--- src/ssch_pkg.sv ---
// Stride scheduler package: field widths, payload structs, table entry layout.
// No dependencies; used by ssch_div, stride_scheduler_core and the testbench.
package ssch_pkg;

    localparam int ID_W     = 8;
    localparam int SLOT_W   = 3;
    localparam int PRIO_W   = 8;
    localparam int WORK_W   = 16;
    localparam int STRIDE_W = 16;
    localparam int PASS_W   = 16;

    localparam int TABLE_SLOTS_DEF = 8;

    localparam logic [STRIDE_W-1:0] STRIDE_RESET = STRIDE_W'(100);
    localparam logic [PASS_W-1:0]   PASS_LIMIT   = {PASS_W{1'b1}};

    typedef enum logic
    {
        OP_LOAD = 1'b0,
        OP_TICK = 1'b1
    } op_t;

    typedef enum logic
    {
        ST_OK       = 1'b0,
        ST_REJECTED = 1'b1
    } status_t;

    typedef struct packed
    {
        logic [0:0]        operation;
        logic [SLOT_W-1:0] slot;
        logic [ID_W-1:0]   process_id;
        logic [PRIO_W-1:0] priority_req;
        logic [WORK_W-1:0] work_units;
    } req_t;

    typedef struct packed
    {
        logic [ID_W-1:0]   selected_id;
        logic [SLOT_W-1:0] selected_slot;
        logic [0:0]        idle;
        logic [0:0]        status;
    } rsp_t;

    typedef struct packed
    {
        logic [ID_W-1:0]     ident;
        logic [STRIDE_W-1:0] stride;
        logic [PASS_W-1:0]   pass;
        logic [WORK_W-1:0]   work_left;
    } entry_t;

endpackage

--- src/ssch_ram.sv ---
// Generic single-write, single-read RAM with registered read data.
// No dependencies.
module ssch_ram #(
    parameter int WIDTH = 8,
    parameter int DEPTH = 8
) (
    input  logic                     clk,
    input  logic                     we,
    input  logic [$clog2(DEPTH)-1:0] waddr,
    input  logic [WIDTH-1:0]         wdata,
    input  logic [$clog2(DEPTH)-1:0] raddr,
    output logic [WIDTH-1:0]         rdata
);

    logic [WIDTH-1:0] mem [DEPTH];
    logic [WIDTH-1:0] rdata_reg;

    always_ff @(posedge clk)
    begin
        if (we)
        begin
            mem[waddr] <= wdata;
        end
        rdata_reg <= mem[raddr];
    end

    assign rdata = rdata_reg;

endmodule

--- src/ssch_div.sv ---
// Restoring divider, one quotient bit per cycle: stride = constant / priority.
// Depends on ssch_pkg for widths.
module ssch_div (
    input  logic                          clk,
    input  logic                          rst_n,
    input  logic                          start,
    input  logic [ssch_pkg::STRIDE_W-1:0] dividend,
    input  logic [ssch_pkg::PRIO_W-1:0]   divisor,
    output logic                          done,
    output logic [ssch_pkg::STRIDE_W-1:0] quotient
);

    localparam int CNT_W = $clog2(ssch_pkg::STRIDE_W + 1);

    logic [CNT_W-1:0]              cnt_reg, cnt_next;
    logic                          done_reg, done_next;
    logic [ssch_pkg::STRIDE_W-1:0] quo_reg, quo_next;
    logic [ssch_pkg::PRIO_W-1:0]   rem_reg, rem_next;
    logic [ssch_pkg::PRIO_W-1:0]   div_reg, div_next;
    logic [ssch_pkg::PRIO_W:0]     trial;

    always_comb
    begin
        cnt_next  = cnt_reg;
        done_next = 1'b0;
        quo_next  = quo_reg;
        rem_next  = rem_reg;
        div_next  = div_reg;
        trial     = {rem_reg, quo_reg[ssch_pkg::STRIDE_W-1]};

        if (start)
        begin
            cnt_next = CNT_W'(ssch_pkg::STRIDE_W);
            quo_next = dividend;
            rem_next = '0;
            div_next = divisor;
        end
        else if (cnt_reg != '0)
        begin
            // remainder stays below the divisor, so it fits PRIO_W bits
            if (trial >= {1'b0, div_reg})
            begin
                rem_next = ssch_pkg::PRIO_W'(trial - {1'b0, div_reg});
                quo_next = {quo_reg[ssch_pkg::STRIDE_W-2:0], 1'b1};
            end
            else
            begin
                rem_next = trial[ssch_pkg::PRIO_W-1:0];
                quo_next = {quo_reg[ssch_pkg::STRIDE_W-2:0], 1'b0};
            end
            cnt_next = cnt_reg - 1'b1;
            if (cnt_reg == CNT_W'(1))
            begin
                done_next = 1'b1;
            end
        end
    end

    always_ff @(posedge clk or negedge rst_n)
    begin
        if (!rst_n)
        begin
            cnt_reg  <= '0;
            done_reg <= 1'b0;
        end
        else
        begin
            cnt_reg  <= cnt_next;
            done_reg <= done_next;
        end
    end

    always_ff @(posedge clk)
    begin
        quo_reg <= quo_next;
        rem_reg <= rem_next;
        div_reg <= div_next;
    end

    assign done     = done_reg;
    assign quotient = quo_reg;

endmodule

--- src/stride_scheduler_core.sv ---
// Stride scheduler top level: sequencer, slot table RAM, divider, compare unit.
// Load beat: accept, divide, write the table entry, output; zero priority is rejected without a divide.
// Tick beat: read every slot, compare, update the winner, output; one table RAM read port, one compare per slot.
// One beat in flight; a finished result waits in the output register meanwhile.
// Reset clears valid bits, stride constant (to 100) and handshake state; RAM is not cleared.
// Depends on ssch_pkg, ssch_ram, ssch_div.
module stride_scheduler_core #(
    parameter int TABLE_SLOTS = ssch_pkg::TABLE_SLOTS_DEF
) (
    input  logic                          clk,
    input  logic                          rst_n,
    input  logic                          req_valid,
    output logic                          req_stall,
    input  ssch_pkg::req_t                req,
    output logic                          rsp_valid,
    input  logic                          rsp_stall,
    output ssch_pkg::rsp_t                rsp,
    input  logic                          cfg_wr_en,
    input  logic [ssch_pkg::STRIDE_W-1:0] cfg_wr_data
);

    localparam int IDXW = $clog2(TABLE_SLOTS);
    localparam logic [IDXW-1:0] LAST_IDX = IDXW'(TABLE_SLOTS - 1);

    typedef enum logic [2:0]
    {
        S_IDLE,
        S_DIV,
        S_SCAN,
        S_LAST,
        S_UPDATE,
        S_FINISH
    } state_t;

    state_t                        state_reg, state_next;
    logic [ssch_pkg::STRIDE_W-1:0] stride_k_reg, stride_k_next;
    ssch_pkg::req_t                req_reg, req_next;
    logic [TABLE_SLOTS-1:0]        valid_reg, valid_next;
    logic [IDXW-1:0]               scan_idx_reg, scan_idx_next;
    logic                          rd_vld_reg, rd_vld_next;
    logic [IDXW-1:0]               rd_idx_reg, rd_idx_next;
    logic                          found_reg, found_next;
    logic [IDXW-1:0]               best_idx_reg, best_idx_next;
    logic [ssch_pkg::PASS_W-1:0]   best_key_reg, best_key_next;
    ssch_pkg::entry_t              best_reg, best_next;
    ssch_pkg::rsp_t                res_reg, res_next;
    logic                          rsp_valid_reg, rsp_valid_next;
    ssch_pkg::rsp_t                rsp_reg, rsp_next;

    logic                          ram_we;
    logic [IDXW-1:0]               ram_waddr;
    ssch_pkg::entry_t              ram_wdata;
    logic [IDXW-1:0]               ram_raddr;
    ssch_pkg::entry_t              ram_rdata;

    logic                          div_start;
    logic                          div_done;
    logic [ssch_pkg::STRIDE_W-1:0] div_quot;

    logic [ssch_pkg::PASS_W-1:0]   cand_key;
    logic                          cand_take;
    logic [ssch_pkg::PASS_W:0]     pass_sum;
    logic                          slot_in_range;

    ssch_ram #(
        .WIDTH ($bits(ssch_pkg::entry_t)),
        .DEPTH (TABLE_SLOTS)
    ) u_table (
        .clk   (clk),
        .we    (ram_we),
        .waddr (ram_waddr),
        .wdata (ram_wdata),
        .raddr (ram_raddr),
        .rdata (ram_rdata)
    );

    ssch_div u_div (
        .clk      (clk),
        .rst_n    (rst_n),
        .start    (div_start),
        .dividend (stride_k_reg),
        .divisor  (req.priority_req),
        .done     (div_done),
        .quotient (div_quot)
    );

    // compare unit: one table entry per cycle as read data comes back
    assign cand_key  = (ram_rdata.pass == '0) ? ram_rdata.stride : ram_rdata.pass;
    assign cand_take = rd_vld_reg && valid_reg[rd_idx_reg] && (ram_rdata.work_left != '0)
                       && (!found_reg || (cand_key < best_key_reg));

    assign pass_sum      = {1'b0, best_reg.pass} + {1'b0, best_reg.stride};
    assign slot_in_range = 32'(req.slot) < TABLE_SLOTS;

    always_comb
    begin
        state_next     = state_reg;
        stride_k_next  = stride_k_reg;
        req_next       = req_reg;
        valid_next     = valid_reg;
        scan_idx_next  = scan_idx_reg;
        rd_vld_next    = 1'b0;
        rd_idx_next    = rd_idx_reg;
        found_next     = found_reg;
        best_idx_next  = best_idx_reg;
        best_key_next  = best_key_reg;
        best_next      = best_reg;
        res_next       = res_reg;
        rsp_valid_next = rsp_valid_reg;
        rsp_next       = rsp_reg;
        ram_we         = 1'b0;
        ram_waddr      = best_idx_reg;
        ram_wdata      = best_reg;
        ram_raddr      = scan_idx_reg;
        div_start      = 1'b0;

        if (cfg_wr_en)
        begin
            stride_k_next = cfg_wr_data;
        end

        if (rsp_valid_reg && !rsp_stall)
        begin
            rsp_valid_next = 1'b0;
        end

        if (cand_take)
        begin
            found_next    = 1'b1;
            best_idx_next = rd_idx_reg;
            best_key_next = cand_key;
            best_next     = ram_rdata;
        end

        case (state_reg)
            S_IDLE:
            begin
                if (req_valid)
                begin
                    req_next      = req;
                    found_next    = 1'b0;
                    scan_idx_next = '0;
                    res_next      = '0;
                    if (req.operation == ssch_pkg::OP_TICK)
                    begin
                        state_next = S_SCAN;
                    end
                    else if (req.priority_req == '0)
                    begin
                        res_next.status = ssch_pkg::ST_REJECTED;
                        state_next      = S_FINISH;
                    end
                    else if (slot_in_range)
                    begin
                        div_start  = 1'b1;
                        state_next = S_DIV;
                    end
                    else
                    begin
                        state_next = S_FINISH;
                    end
                end
            end

            S_DIV:
            begin
                if (div_done)
                begin
                    ram_we                  = 1'b1;
                    ram_waddr               = IDXW'(req_reg.slot);
                    ram_wdata.ident         = req_reg.process_id;
                    ram_wdata.stride        = div_quot;
                    ram_wdata.pass          = '0;
                    ram_wdata.work_left     = req_reg.work_units;
                    valid_next[IDXW'(req_reg.slot)] = 1'b1;
                    state_next              = S_FINISH;
                end
            end

            S_SCAN:
            begin
                rd_vld_next = 1'b1;
                rd_idx_next = scan_idx_reg;
                if (scan_idx_reg == LAST_IDX)
                begin
                    state_next = S_LAST;
                end
                else
                begin
                    scan_idx_next = scan_idx_reg + 1'b1;
                end
            end

            S_LAST:
            begin
                // last read beat is compared this cycle
                state_next = S_UPDATE;
            end

            S_UPDATE:
            begin
                if (found_reg)
                begin
                    ram_we                 = 1'b1;
                    ram_wdata.pass         = pass_sum[ssch_pkg::PASS_W] ? ssch_pkg::PASS_LIMIT
                                                                        : pass_sum[ssch_pkg::PASS_W-1:0];
                    ram_wdata.work_left    = best_reg.work_left - 1'b1;
                    res_next.selected_id   = best_reg.ident;
                    res_next.selected_slot = ssch_pkg::SLOT_W'(best_idx_reg);
                end
                else
                begin
                    res_next.idle = 1'b1;
                end
                state_next = S_FINISH;
            end

            S_FINISH:
            begin
                if (!rsp_valid_reg || !rsp_stall)
                begin
                    rsp_next       = res_reg;
                    rsp_valid_next = 1'b1;
                    state_next     = S_IDLE;
                end
            end

            default:
            begin
                state_next = S_IDLE;
            end
        endcase
    end

    always_ff @(posedge clk or negedge rst_n)
    begin
        if (!rst_n)
        begin
            state_reg     <= S_IDLE;
            stride_k_reg  <= ssch_pkg::STRIDE_RESET;
            valid_reg     <= '0;
            rd_vld_reg    <= 1'b0;
            found_reg     <= 1'b0;
            rsp_valid_reg <= 1'b0;
        end
        else
        begin
            state_reg     <= state_next;
            stride_k_reg  <= stride_k_next;
            valid_reg     <= valid_next;
            rd_vld_reg    <= rd_vld_next;
            found_reg     <= found_next;
            rsp_valid_reg <= rsp_valid_next;
        end
    end

    always_ff @(posedge clk)
    begin
        req_reg      <= req_next;
        scan_idx_reg <= scan_idx_next;
        rd_idx_reg   <= rd_idx_next;
        best_idx_reg <= best_idx_next;
        best_key_reg <= best_key_next;
        best_reg     <= best_next;
        res_reg      <= res_next;
        rsp_reg      <= rsp_next;
    end

    assign req_stall = (state_reg != S_IDLE);
    assign rsp_valid = rsp_valid_reg;
    assign rsp       = rsp_reg;

endmodule

--- config.mk ---
export PLATFORM = sky130hd
export DESIGN_NAME = stride_scheduler_core
export DESIGN_NICKNAME = d
export VERILOG_FILES = /design/src/ssch_pkg.sv /design/src/ssch_ram.sv /design/src/ssch_div.sv /design/src/stride_scheduler_core.sv
export SDC_FILE = /design/constraint.sdc
export NUM_CORES = 1
export LEC_CHECK = 0
export ABC_AREA = 1
export BUFFER_PORTS_ARGS = -buffer_cell sky130_fd_sc_hd__buf_2
export CAP_MARGIN = 10
export CORE_UTILIZATION = 60
export CTS_BUF_LIST = sky130_fd_sc_hd__clkbuf_8
export CTS_CLUSTER_DIAMETER = 100
export DETAILED_ROUTE_END_ITERATION = 8
export PLACE_DENSITY = 0.77
export SYNTH_ARGS = -nofsm -noshare
export SYNTH_HDL_FRONTEND = slang
export SYNTH_SLANG_ARGS = --single-unit
--- constraint.sdc ---
create_clock -name clk -period 10.7 [get_ports clk]
set_input_delay 1.07 -clock clk [delete_from_list [all_inputs] [get_ports clk]]
set_output_delay 1.07 -clock clk [all_outputs]
set_load 0.005 [all_outputs]
After elaboration in Yosys (flattened, before gate mapping)
Memories as Yosys holds them, arrays and structs flattened. A register that Yosys moved wholly into a read port is not among the register bits.
Cells that the tools add are included.
{"block": "classes", "n_mul": 0, "bitwise_logic": 1, "reduce_logical": 26, "shift": 0, "muxes": 53, "n_addsub": 5, "order_cmp": 5, "n_eq_ne": 14, "div": 0}
{"operator": "16-bit 2-to-1 mux", "count": 4}
{"operator": "32-bit one-hot mux with 2 select lines", "count": 1}
{"operator": "56-bit 2-to-1 mux", "count": 1}
{"operator": "32-bit 2-to-1 mux", "count": 1}
{"operator": "3-bit 2-to-1 mux", "count": 10}
{"operator": "1-bit 2-to-1 mux", "count": 24}
{"operator": "24-bit 2-to-1 mux", "count": 1}
{"operator": "12-bit one-hot mux with 2 select lines", "count": 1}
{"operator": "3-bit one-hot mux with 6 select lines", "count": 1}
{"operator": "16-bit by 16-bit adder with 17-bit output", "count": 1}
{"operator": "16-bit logical NOT", "count": 1}
{"operator": "16-bit less-than comparator", "count": 1}
{"operator": "16-bit nonzero test", "count": 1}
{"operator": "16-bit by 1-bit subtractor with 16-bit output (second input constant)", "count": 1}
{"operator": "13-bit 2-to-1 mux", "count": 1}
{"operator": "2-bit != test (second input constant)", "count": 6}
{"operator": "11-bit 2-to-1 mux", "count": 1}
{"operator": "5-bit 2-to-1 mux", "count": 2}
{"operator": "3-bit == test (second input constant)", "count": 3}
{"operator": "9-bit by 8-bit greater-or-equal comparator with 1-bit output", "count": 1}
{"operator": "3-bit AND reduction", "count": 3}
{"operator": "8-bit logical NOT", "count": 1}
{"operator": "3-bit by 4-bit less-than comparator with 1-bit output (second input constant)", "count": 2}
{"operator": "8-bit 2-to-1 mux", "count": 1}
{"operator": "22 further kinds", "count": 34}
{"block": "word_totals", "memories": 1, "mem_bits_rw": 448, "register_bits": 202, "latchBits": 0, "word_cells": 135, "output_inout_bits": 15, "mem_bits_ro": 0}
{"name": "u_table.mem", "words": 8, "word_bits": 56, "rd": 1, "rd_ports_with_merged_regs": 1, "write_ports": 1, "line": "ssch_ram.sv:15", "source": "logic [WIDTH-1:0] mem [DEPTH];"}

Depth between registers and ports, before layout
Gate-level depths: netlist of the first run.
{"block": "depth", "word_depth": 8, "mapped_depth": 18, "mapped_depth_nobuf": 17}

By module
From an unflattened synthesis of the first run, not the netlist that was laid out.
{"block": "hier_totals", "hier_cells": 3073, "hier_area_um2": 30945.9}
{"mod": "ssch_ram", "seq_area_each_um2": 14574.0, "instances": 1, "area_per_inst_um2": 20699.9, "cells_each": 2010}
{"mod": "stride_scheduler_core", "seq_area_each_um2": 4778.3, "instances": 1, "area_per_inst_um2": 8160.3, "cells_each": 814}
{"mod": "ssch_div", "seq_area_each_um2": 1031.0, "instances": 1, "area_per_inst_um2": 2085.8, "cells_each": 249}

Worst setup path after synthesis of the first run
OpenSTA, ideal clock, no wires.
{"block": "synth_timing", "path_kind": "register -> register", "startpoint": "register u_table.rdata_reg[31] (netlist: u_table.rdata[31]), read port of u_table.mem", "endpoint": "register best_idx_reg[0], enable pin", "required_ps": 10167, "n_path_buf": 1, "path_slack_ps": 4566, "path_stages_with_launch": 15, "arrival_time_ps": 5601, "cell_sequence": "dfxtp_1 nor2_1 nand2_1 nor2_1 nand2_1 inv_1 clkbuf_1 nand2_1 nand2_1 ha_1 a21oi_1 nor2_1 a2111oi_0 nand2_1 a21oi_1"}
{"block": "synth_via", "elab_chain_cells": 5}
{"element": "from (decl)", "line": "ssch_ram.sv:16", "source": "logic [WIDTH-1:0] rdata_reg;"}
{"element": "16-bit logical NOT", "line": "stride_scheduler_core.sv:88", "source": "assign cand_key = (ram_rdata.pass == '0) ? ram_rdata.stride : ram_rdata.pass;"}
{"element": "16-bit 2-to-1 mux", "line": "stride_scheduler_core.sv:88"}
{"element": "net cand_key, one bit", "line": "stride_scheduler_core.sv:60", "source": "logic [ssch_pkg::PASS_W-1:0] cand_key;"}
{"element": "16-bit less-than comparator", "line": "stride_scheduler_core.sv:90", "source": "&& (!found_reg || (cand_key < best_key_reg));"}
{"element": "1-bit logical OR", "line": "stride_scheduler_core.sv:90"}
{"element": "1-bit logical AND", "line": "stride_scheduler_core.sv:90"}
{"element": "net cand_take", "line": "stride_scheduler_core.sv:61", "source": "logic cand_take;"}
{"element": "to (signal assigned)", "line": "stride_scheduler_core.sv:262", "source": "best_idx_reg <= best_idx_next;"}
{"element": "to (decl)", "line": "stride_scheduler_core.sv:43", "source": "logic [IDXW-1:0] best_idx_reg, best_idx_next;"}
The timed path passes the listed nets, and every way through them passes these cells.
A chain may end at the register's enable or synchronous reset.

Worst setup path after layout of the first run
{"block": "layout_timing", "startpoint": "register state_reg[1]", "endpoint": "memory u_table.mem[3][25] (netlist name), enable pin"}
{"block": "layout_via", "elab_chain_cells": 4, "elab_cells_between_ends": 6, "classes_between": "eq/ne (2); mux (4)"}
{"element": "from (decl)", "line": "stride_scheduler_core.sv:35", "source": "state_t state_reg, state_next;"}
{"element": "from (signal assigned)", "line": "stride_scheduler_core.sv:248", "source": "state_reg <= state_next;"}
{"element": "3-bit == test / 3-bit by 1-bit == test with 1-bit output (equally long branches)", "line": "stride_scheduler_core.sv:135", "source": "case (state_reg)"}
{"element": "1-bit one-hot mux with 2 select lines", "line": "stride_scheduler_core.sv:135"}
{"element": "1-bit 2-to-1 mux", "line": "ssch_ram.sv:20", "source": "if (we)"}
{"element": "1-bit 2-to-1 mux (implied by the code)", "line": "ssch_ram.sv:22", "source": "mem[waddr] <= wdata;"}
{"element": "to (decl)", "line": "ssch_ram.sv:15"}
Parallel ways exist; a longest one is shown, timed or not.

==> results of run 1 <==
power by group through the flow:
stage / logic (mW) / registers [mW] / clock network [mW]
6_report: 1.67 / 3.66 / 2.08
3_3_place_gp: 1.60 / 3.70 / 0
2_1_floorplan: 1.18 / 3.64 / 0
3_5_place_dp: 1.66 / 3.71 / 0
4_1_cts: 1.66 / 3.66 / 2.11
5_1_grt: 1.87 / 3.69 / 2.23
worst register-to-register path: stages (launching register included):
cell and delay (ps):
dfrtp_1 420, inv_2 70, nand2_1 80, nor2_1 230
nand2_2 380, inv_2 850, o21ai_0 230, or2_1 400
nor2_4 850, buf_4 550
area by class of cell:
| class | instances | area [µm²] | share of cell area |
|---|---|---|---|
| sequential | 706 | 20380 | 0.6518 |
| multi-input combinational | 1382 | 6958 | 0.2225 |
| clock buffer | 121 | 1665 | 0.05326 |
| tap | 607 | 759.5 | 0.02429 |
| inverter | 152 | 580.6 | 0.01857 |
| timing repair buffer | 95 | 535.5 | 0.01713 |
| clock inverter | 81 | 387.9 | 0.01240 |
Yosys cell counts, drive strengths merged (6+ instances only):
library cell and instances:
a31oi 59, a21oi 42, nor4 11, clkbuf 69
ha 45, nor2 472, o31ai 6, nand3 38
xor2 9, o21ai 310, o211ai 8, a21o 6
nand2 267, dfxtp 64, edfxtp 606, xnor2 8
inv 152, nor3 9, o22ai 58, buf 37
dfrtp 33
logic make-up (layout without fill, tap and decap cells):
logic type               count (synthesis)  in the layout  synth area share
flip-flops                             706            706            0.7201
AO/OA/AOI/OAI                          511            511            0.1029
XOR/XNOR                                17             17          0.005261
AND/OR/NAND/NOR                        807            807            0.1139
buffers and inverters                  258            449           0.03656
adder cells (fa/ha/maj)                 47             47           0.02131
worst min path at each step:
stage,cells after the start,endpoint,start
2_1_floorplan,0,best_reg[48]$_DFFE_PP_,u_table.rdata[48]$_DFF_P_
3_3_place_gp,0,best_reg[52]$_DFFE_PP_,u_table.rdata[52]$_DFF_P_
3_5_place_dp,0,best_reg[49]$_DFFE_PP_,u_table.rdata[49]$_DFF_P_
4_1_cts,0,best_reg[49]$_DFFE_PP_,u_table.rdata[49]$_DFF_P_
5_1_grt,0,best_reg[49]$_DFFE_PP_,u_table.rdata[49]$_DFF_P_
6_report,0,best_reg[49]$_DFFE_PP_,u_table.rdata[49]$_DFF_P_
metal layers:
layer / part of all wire / routed length [µm] / GRT usage / vias up
li1: - / - / - / 8502
met1: 0.43 / 26100 / 0.3539 / 8898
met2: 0.49 / 29640 / 0.4219 / 686
met3: 0.065 / 3991 / 0.04796 / 111
met4: 0.021 / 1303 / 0.08634 / 0
met5: 0 / 0 / 0 / -
metrics by stage:
| stage | worst slack [ps] | util | hold slack [ps] | instances |
|---|---|---|---|---|
| global route | 5893 | 0.6717 | 410.6 | 3144 |
| global placement | 6384 | 0.6274 | 387.3 | 2941 |
| detailed placement | 6283 | 0.6274 | 388.7 | 2941 |
| CTS | 6237 | 0.6715 | 404.1 | 3143 |
| floorplan | 4566 | - | 385.5 | 2346 |
| finish | 6242 | 0.6717 | 405.0 | 3144 |
layout by cell type (no fill, tap or decap), types with 15 or more instances in the layout:
cell type | Yosys | routed
a21oi_1 | 38 | 37
nor2_1 | 467 | 459
clkbuf_8 | 0 | 121
buf_2 | 21 | 71
inv_1 | 139 | 194
nand3_1 | 35 | 35
buf_4 | 8 | 24
ha_1 | 45 | 45
o21ai_0 | 290 | 290
nand2_1 | 261 | 261
o22ai_1 | 58 | 58
o21ai_1 | 15 | 15
a31oi_1 | 59 | 59
edfxtp_1 | 606 | 606
dfxtp_1 | 64 | 64
dfrtp_1 | 33 | 33
==> results.md, run 1 <==
- Total negative slack: 0 ps
- Worst setup EP type: register
- Combinational share of power: 0.225
- Reg-to-Reg End: u_table.mem[3][25]$_DFFE_PP_
- Area Growth Syn to Fin: 10.48%
- Max-Cap Viols: 0
- Slew HR: 0.2137
- Detail Placement HPWL: 36.50 mm
- Final Max Tran Viols: 0
- Top cells by area, synth: edfxtp_1 64%, nor2_1 6.2%, o21ai_0 5.1%, dfxtp_1 4.5%, nand2_1 3.5%
- Mapped cell area: 28300 µm²
- Status: completed
- Cell Area, Placed: 29210 µm²
- Core region area: 46560 µm²
- Worst stage delay on the critical path: 850 ps
- Asr flop ratio synth: 0.05099
- Post-synth EDFFs: 606
- Filler cell count: 3335
- Synth Area per Inst: 12.07 µm²
- Gr usage total: 0.2591
- CP max-delay cell: nor2_4
- Worst r2r src: state_reg[1]$_DFFE_PN0P_
- DIE AREA: 48050 µm²
- Pwr/cell area: 237.2 nW/µm²
- Kind of cell adding the most delay to the critical path: simple AND/OR/NAND/NOR gates
- RSZ-0062 raised after global routing: no
- I/O pin total: 72
- Worst Tran Pin Value: 1161 ps
- Drt pass-1 iters: 7
- CTS Root Cell: clkbuf_8
- GPL Wtd Cong: 0.9264
- First-pass GRT wire length: 95.11 mm
- Core Rows: 79
- Routed Antenna Nets: 0
- Initial core utilization: 0.6080
- Die width: 219.2 µm
- Synth top area share: 0.6429
- CTS Buffer Depth: 3
- IO Port Bufs: 71
- Routed WL: 61.03 mm
- Data arrival time of the critical path: 4780 ps
- Setup Skew: 26.62 ps
- Largest net degree at the start of global routing: 121
- Vias per cell: 5.788
- CP Launch Type: register
- Hold Buf Count CTS: 0
- Setup Fix Bufs, Post-CTS: 0
- Crit path buffers/inverters: 3
- H-tree levels: 3
- ANT cells: 0
- Cell count along the critical path: 9
- Yosys reg bits: 706
- Leakage: 11.66 nW
- Mapped Cells: 2346
- Max Clk Rate: 0.2243 GHz
- Cell Chain, Critical Path: inv_2 -> nand2_1 -> nor2_1 -> nand2_2 -> inv_2 -> o21ai_0 -> or2_1 -> nor2_4 -> buf_4
- Synth area leader: edfxtp_1
- Syn_nets: 2450
- Grt ovf: 0
- Synth cell types: 55
- Clock share of power: 0.281
- R2R depth: 9
- Pwr Total: 7.417 mW
- Clock-pin slew of the registers on the worst-case setup and hold paths: 70 ps
- Initial DRC Count: 1872
- Ys flop type: edfxtp_1
- CP startpoint: state_reg[1]$_DFFE_PN0P_
- Final hold vios: 0
- Final worst-path cycle share: 0.4167
- Internal power: 5.062 mW
- Clock Latency Late Sink: 690 ps
- Final min period: 4458 ps
- WP data required: 11020 ps
- Register area share after synthesis: 0.7201
- CTS buffer count: 106
- DRC viols: 0
- CP dominant cell by count: inv_2
- NetSw: 2.355 mW
- Critical Path Fanout Max: 52
- Fin area: 31270 µm²
- Warnings, synthesis: 0
- Clock net sink count: 706
- Max reg flops: 448
- Share of cells above drive strength 1: 0.1112
- Initial antenna violation count: 1
- Critical path class: reg2reg
- Reg power frac: 0.494
- Final Setup Violations: 0
- Peak supply drop: 0.0001748 V
- CTS tree: yes
- Fin nets: 2547
- PostCTS Resize Cnt: 0
- Vias in the first global route: 18070
- Worst Setup EP: u_table.mem[3][25]$_DFFE_PP_
- WL/cell: 19.41 µm
- Via count: 18200
- Flop-to-flop setup slack: 6240 ps
- Switching Fraction: 0.3175
- Worst hold path class: reg2reg
- Die Ht: 219.2 µm
Power figures use the tool's default switching activity.
==> run 2: changes to the inputs <==
Settings changed: CORE_UTILIZATION 60 to 58, PLACE_DENSITY 0.77 to 0.78.
Clock period 10.7 ns to 3.65 ns, I/O delays scaled along.
==> results.md, run 2 (synthesis gave the netlist of run 1 again) <==
- Routed WL: 63.90 mm (+4.7%)
- RSZ-0062 raised after global routing: no
- CTS Root Cell: clkbuf_8
- Vias per cell: 5.814 (+0.46%)
- Vias in the first global route: 18710 (+3.6%)
- Die Ht: 222.9 µm (+1.7%)
- GR peak layer: met2
- CP dominant cell by count: nand2_1
- Pwr/cell area: 690.4 nW/µm² (+190%)
- Die width: 222.9 µm (+1.7%)
- Worst setup EP type: register
- Hold Buf Count CTS: 54 (+54)
- Pre-CTS setup slack: 402.4 ps (-5881 ps)
- Critical path class: reg2reg
- Grt met2 use: 0.4361 (+0.01415)
- Cell Chain, Critical Path: nor2_1 -> nand2_1 -> nor2_1 -> nand2_1 -> inv_1 -> nand2_1 -> nand2_1 -> ha_1 -> a21oi_1 -> nor2_1 -> a2111oi_0 -> nand2_1 -> a21oi_4 -> buf_12
- Clock net sink count: 706 (unchanged)
- Leakage: 12.02 nW (+3.1%)
- Final Setup Violations: 0 (unchanged)
- I/O pin total: 72 (unchanged)
- Grt ovf: 0 (unchanged)
- R2R depth: 14 (+5)
- Largest net degree at the start of global routing: 118 (-2.5%)
- WL/cell: 19.86 µm (+2.3%)
- Detail Placement HPWL: 36.93 mm (+1.2%)
- Worst hold path class: in2reg
- Max Clk Rate: 0.3019 GHz (+35%)
- Total negative slack: 0 ps (unchanged)
- Critical Path Fanout Max: 75 (+44%)
- Max reg flops: 448 (unchanged)
- Share of cells above drive strength 1: 0.1179 (+0.006786)
- IO Port Bufs: 71 (unchanged)
- PostCTS Resize Cnt: 0 (unchanged)
- Setup Fix Bufs, Post-CTS: 0 (unchanged)
- H-tree levels: 3 (unchanged)
- Core region area: 47950 µm² (+3.0%)
- Met1 GRT Util: 0.3376 (-0.01633)
- Grt met3 use: 0.04662 (-0.001334)
- Fin nets: 2615 (+2.7%)
- Clock-pin slew of the registers on the worst-case setup and hold paths: 60 ps (about the same)
- Area Growth Syn to Fin: 13.85%
- Status: completed
- Slew HR: 0.3175 (+0.1037)
- Clock Latency Late Sink: 700 ps (about the same)
- Data arrival time of the critical path: 3660 ps (-1120 ps)
- Max-Cap Viols: 0 (unchanged)
- Commonest non-fill, non-tap cells in the layout: 606 x edfxtp_1, 459 x nor2_1, 290 x o21ai_0
- Initial antenna violation count: 1 (unchanged)
- DIE AREA: 49690 µm² (+3.4%)
- Drt pass-1 iters: 6 (-1)
- GPL Wtd Cong: 0.8952 (-3.4%)
- DRC viols: 0 (unchanged)
- Initial core utilization: 0.5903 (-0.01763)
- Utilization after layout: 0.6721 (about the same)
- Final min period: 3312 ps (-1146 ps)
- Core Rows: 80 (+1.3%)
- Kind of cell adding the most delay to the critical path: simple AND/OR/NAND/NOR gates
- CTS tree: yes
- Final hold vios: 0 (unchanged)
- Gr usage total: 0.2586 (-0.0004909)
- Final setup margin: 337.6 ps (-5904 ps)
- Hold path depth: 3 (+3)
- CTS Buffer Depth: 3 (unchanged)
- Via count: 18710 (+2.8%)
- Most common cell after layout, fill and taps aside: edfxtp_1
- Final Max Tran Viols: 0 (unchanged)
- Worst Tran Pin Value: 1013 ps (-148.0 ps)
- CP Launch Type: register
- Final worst-path cycle share: 0.9075 (+0.4908)
- CTS buffer count: 106 (unchanged)
- First-pass GRT wire length: 98.83 mm (+3.9%)
- Initial DRC Count: 1952 (+4.3%)
- ANT cells: 0 (unchanged)
- Worst stage delay on the critical path: 390 ps (-460 ps)
- WP data required: 4000 ps (-7020 ps)
- Filler cell count: 3208 (-3.8%)
- Routed Antenna Nets: 0 (unchanged)
- Peak supply drop: 0.0006159 V (+250%)
- Setup Skew: 31.08 ps (+4.454 ps)
- Cell count along the critical path: 14 (+5)
- CP max-delay cell: buf_12
- Crit path buffers/inverters: 2 (-1)
## run 2: final timing paths
kind                       slack [ps]                      endpoint                      start
max reg2reg                       340         best_reg[5]$_DFFE_PP_  u_table.rdata[16]$_DFF_P_
max                               340         best_reg[5]$_DFFE_PP_  u_table.rdata[16]$_DFF_P_
min reg2reg                       410        best_reg[51]$_DFFE_PP_  u_table.rdata[51]$_DFF_P_
min in group asynchronous         340  u_div.cnt_reg[3]$_DFFE_PN0P_                      rst_n
max in group asynchronous        2720   stride_k_reg[7]$_DFFE_PN0P_                      rst_n
min                               120   stride_k_reg[2]$_DFFE_PN1P_                  cfg_wr_en
## run 2: metal layers
layer	wire, µm	part of all wire
met1	25950	0.41
met4	1650	0.026
met3	4455	0.070
met5	13	0.00020
met2	31830	0.50
## run 2: report_power, final
group / internal (mW) / switching (mW) / total [mW]
clock network: 3.50 / 2.99 / 6.48
registers: 10.2 / 0.526 / 10.7
logic: 1.56 / 3.47 / 5.02
total: 15.3 / 6.98 / 22.2
## run 2: stage by stage
stage / std cells / power (mW) / cell area, µm² / hold WS, ps
CTS: 3218 / 22.24 / 32230 / 50.46
floorplan: 2346 / 14.14 / 28330 / 69.41
global route: 3218 / 23.25 / 32230 / 112.4
finish: 3218 / 22.25 / 32230 / 120.7
detailed placement: 2964 / 15.75 / 29490 / 392.8
global placement: 2964 / 15.48 / 29490 / 385.9
## run 2: worst reg2reg max path: stages (launching register included)
cell	delay (ps)
dfxtp_1	320
nor2_1	140
nand2_1	70
nor2_1	130
nand2_1	60
inv_1	360
nand2_1	120
nand2_1	120
ha_1	250
a21oi_1	160
nor2_1	50
a2111oi_0	380
nand2_1	170
a21oi_4	200
buf_12	390
## run 2: area by class of cell
cell class | instances | area (µm²) | area share
repair buffers | 163 | 1344 | 0.04170
well taps | 615 | 769.5 | 0.02388
clock buffers | 122 | 1679 | 0.05210
clock inverters | 78 | 511.7 | 0.01588
inverters | 152 | 580.6 | 0.01802
flip-flops and latches | 706 | 20380 | 0.6325
multi-input cells | 1382 | 6958 | 0.2159
==> run 3: changes to the inputs <==
Settings changed: CORE_UTILIZATION 58 to 60, CTS_CLUSTER_SIZE set to 20, PLACE_DENSITY 0.78 to 0.77.
Clock period 3.65 ns to 3.75 ns, I/O delays scaled along.
==> results.md, run 3 (synthesis gave the netlist of run 1 again) <==
- Clock-pin slew of the registers on the worst-case setup and hold paths: 110 ps (+50 ps)
- Vias in the first global route: 17770 (-5.1%)
- Clock net sink count: 706 (unchanged)
- Core region area: 46560 µm² (-2.9%)
- H-tree levels: 2 (-1)
- Final Max Tran Viols: 0 (unchanged)
- First-pass GRT wire length: 94.81 mm (-4.1%)
- Peak supply drop: 0.0004512 V (-27%)
- CTS Root Cell: clkbuf_8
- Critical Path Fanout Max: 61 (-19%)
- Hold path depth: 2 (-1)
- DRC viols: 0 (unchanged)
- Critical path class: reg2reg
- Worst hold path class: in2reg
- Grt ovf: 0 (unchanged)
- CP Launch Type: register
- CTS buffer count: 41 (-61%)
- Hold Crit Start: req[35]
- Flop-to-flop setup slack: 590 ps (+250 ps)
- Pwr Total: 18.68 mW (-16%)
- Filler cell count: 3275 (+2.1%)
- Final hold vios: 0 (unchanged)
- Switching Fraction: 0.3292 (+0.01559)
- Share of cells above drive strength 1: 0.08320 (-0.03474)
- Multi-input logic area: 6958 µm² (unchanged)
- Routed Antenna Nets: 0 (unchanged)
- RSZ-0062 raised after global routing: no
- FF+latch area: 20380 µm² (unchanged)
- Fin nets: 2548 (-2.6%)
- Data arrival time of the critical path: 3490 ps (-170 ps)
- Combinational share of power: 0.261 (+0.035)
- NetSw: 6.149 mW (-12%)
- Worst setup EP type: register
- Initial core utilization: 0.6080 (+0.01763)
- Commonest non-fill, non-tap cells in the layout: 606 x edfxtp_1, 459 x nor2_1, 290 x o21ai_0
- Worst r2r src: u_table.rdata[20]$_DFF_P_
- Max reg flops: 448 (unchanged)
- PostCTS Resize Cnt: 0 (unchanged)
- Reg power frac: 0.560 (+0.077)
- WL/cell: 19.79 µm (-0.36%)
- Internal power: 12.53 mW (-18%)
- Initial DRC Count: 1895 (-2.9%)
- Core Rows: 79 (-1.3%)
- Leakage: 11.22 nW (-6.7%)
- Cell Area, Placed: 29470 µm² (about the same)
- Max-Cap Viols: 0 (unchanged)
- Status: completed
- DIE AREA: 48050 µm² (-3.3%)
- Via count: 18230 (-2.6%)
- Hold_ws: 44.48 ps (-76.24 ps)
- Vias per cell: 5.912 (+1.7%)
- Final setup margin: 591.6 ps (+254.0 ps)
- Area Growth Syn to Fin: 8.567%
- Max Clk Rate: 0.3166 GHz (+4.9%)
- CTS tree: yes
- IO Port Bufs: 71 (unchanged)
- Routed WL: 61.02 mm (-4.5%)
- Worst Hold Endpoint: res_reg[0]$_SDFFCE_PP0P_
- WP data required: 4080 ps (+80 ps)
- Detail Placement HPWL: 37.06 mm (+0.36%)
- Clock share of power: 0.179 (-0.112)
- Gr usage total: 0.2587 (about the same)
- Slew HR: 0.3231 (+0.005629)
- Die Ht: 219.2 µm (-1.7%)
- Setup Skew: 23.50 ps (-7.575 ps)
- Setup Fix Bufs, Post-CTS: 0 (unchanged)
- Fin cells: 3084 (-4.2%)
- Most common cell after layout, fill and taps aside: edfxtp_1
- Clock Latency Late Sink: 660 ps (-40 ps)
- Final Setup Violations: 0 (unchanged)
- R2R depth: 14 (unchanged)
- Die width: 219.2 µm (-1.7%)
- Largest net degree at the start of global routing: 136 (+15%)
- Final worst-path cycle share: 0.8422 (-0.06527)
- Final min period: 3158 ps (-154.0 ps)
- GPL Wtd Cong: 0.9106 (+1.7%)
- Hold Buf Count CTS: 53 (-1.9%)
- Initial antenna violation count: 1 (unchanged)
- Pre-CTS setup slack: 618.9 ps (+216.5 ps)
- I/O pin total: 72 (unchanged)
- Placed cell count: 2954 (-0.34%)
- Drt pass-1 iters: 6 (unchanged)
- CTS Buffer Depth: 3 (unchanged)
- Reg-to-Reg End: best_reg[12]$_DFFE_PP_
- Fin area: 30730 µm² (-4.6%)
- Worst Tran Pin Value: 999.6 ps (-13.54 ps)
- Pwr/cell area: 607.9 nW/µm² (-12%)
run 3: critical path, stage by stage, from the launching register on:
cell	delay, ps
dfxtp_1	340
nor2_1	140
nand2_1	70
nor2_1	140
nand2_1	70
inv_1	350
nand2_1	100
nand2_1	110
ha_1	260
a21oi_1	140
nor2_1	50
a2111oi_0	340
nand2_1	170
a21oi_4	190
buf_12	340
run 3: final cells by class:
type	count	share of cell area
clock buffer	42	0.01881
clock inverter	33	0.004601
antenna	1	0.00008143
multi-input combinational	1382	0.2264
sequential	706	0.6633
inverter	152	0.01889
timing repair buffer	161	0.04316
tap	607	0.02471
run 3: layer usage:
| metal | global-route usage | share of wire | wire [µm] |
|---|---|---|---|
| met1 | 0.3607 | 0.42 | 25460 |
| met5 | 0 | 0 | 0 |
| met3 | 0.03091 | 0.070 | 4272 |
| met2 | 0.4273 | 0.49 | 29620 |
| met4 | 0.08449 | 0.027 | 1669 |
run 3: per-stage QoR:
step,utilization,TNS [ps]
2_1_floorplan,-,-87540
3_3_place_gp,0.6330,0
3_5_place_dp,0.6330,0
4_1_cts,0.6598,0
5_1_grt,0.6601,0
6_report,0.6601,0
run 3: worst max path at each step:
stage / from / to / depth (start not counted)
floorplan: state_reg[1]$_DFFE_PN0P_ / u_table.mem[1][0]$_DFFE_PP_ / 8
detailed placement: u_table.rdata[20]$_DFF_P_ / best_reg[12]$_DFFE_PP_ / 16
global placement: u_table.rdata[17]$_DFF_P_ / best_reg[15]$_DFFE_PP_ / 16
finish: u_table.rdata[20]$_DFF_P_ / best_reg[12]$_DFFE_PP_ / 14
CTS: u_table.rdata[16]$_DFF_P_ / best_reg[12]$_DFFE_PP_ / 16
global route: u_table.rdata[20]$_DFF_P_ / best_reg[12]$_DFFE_PP_ / 14
run 3: power groups by stage:
stage | Combinational (mW) | Clock (mW) | Sequential [mW]
2_1_floorplan | 3.37 | 0 | 10.4
3_3_place_gp | 4.59 | 0 | 10.6
3_5_place_dp | 4.77 | 0 | 10.6
4_1_cts | 4.84 | 3.39 | 10.5
5_1_grt | 5.42 | 3.64 | 10.5
6_report | 4.88 | 3.34 | 10.5
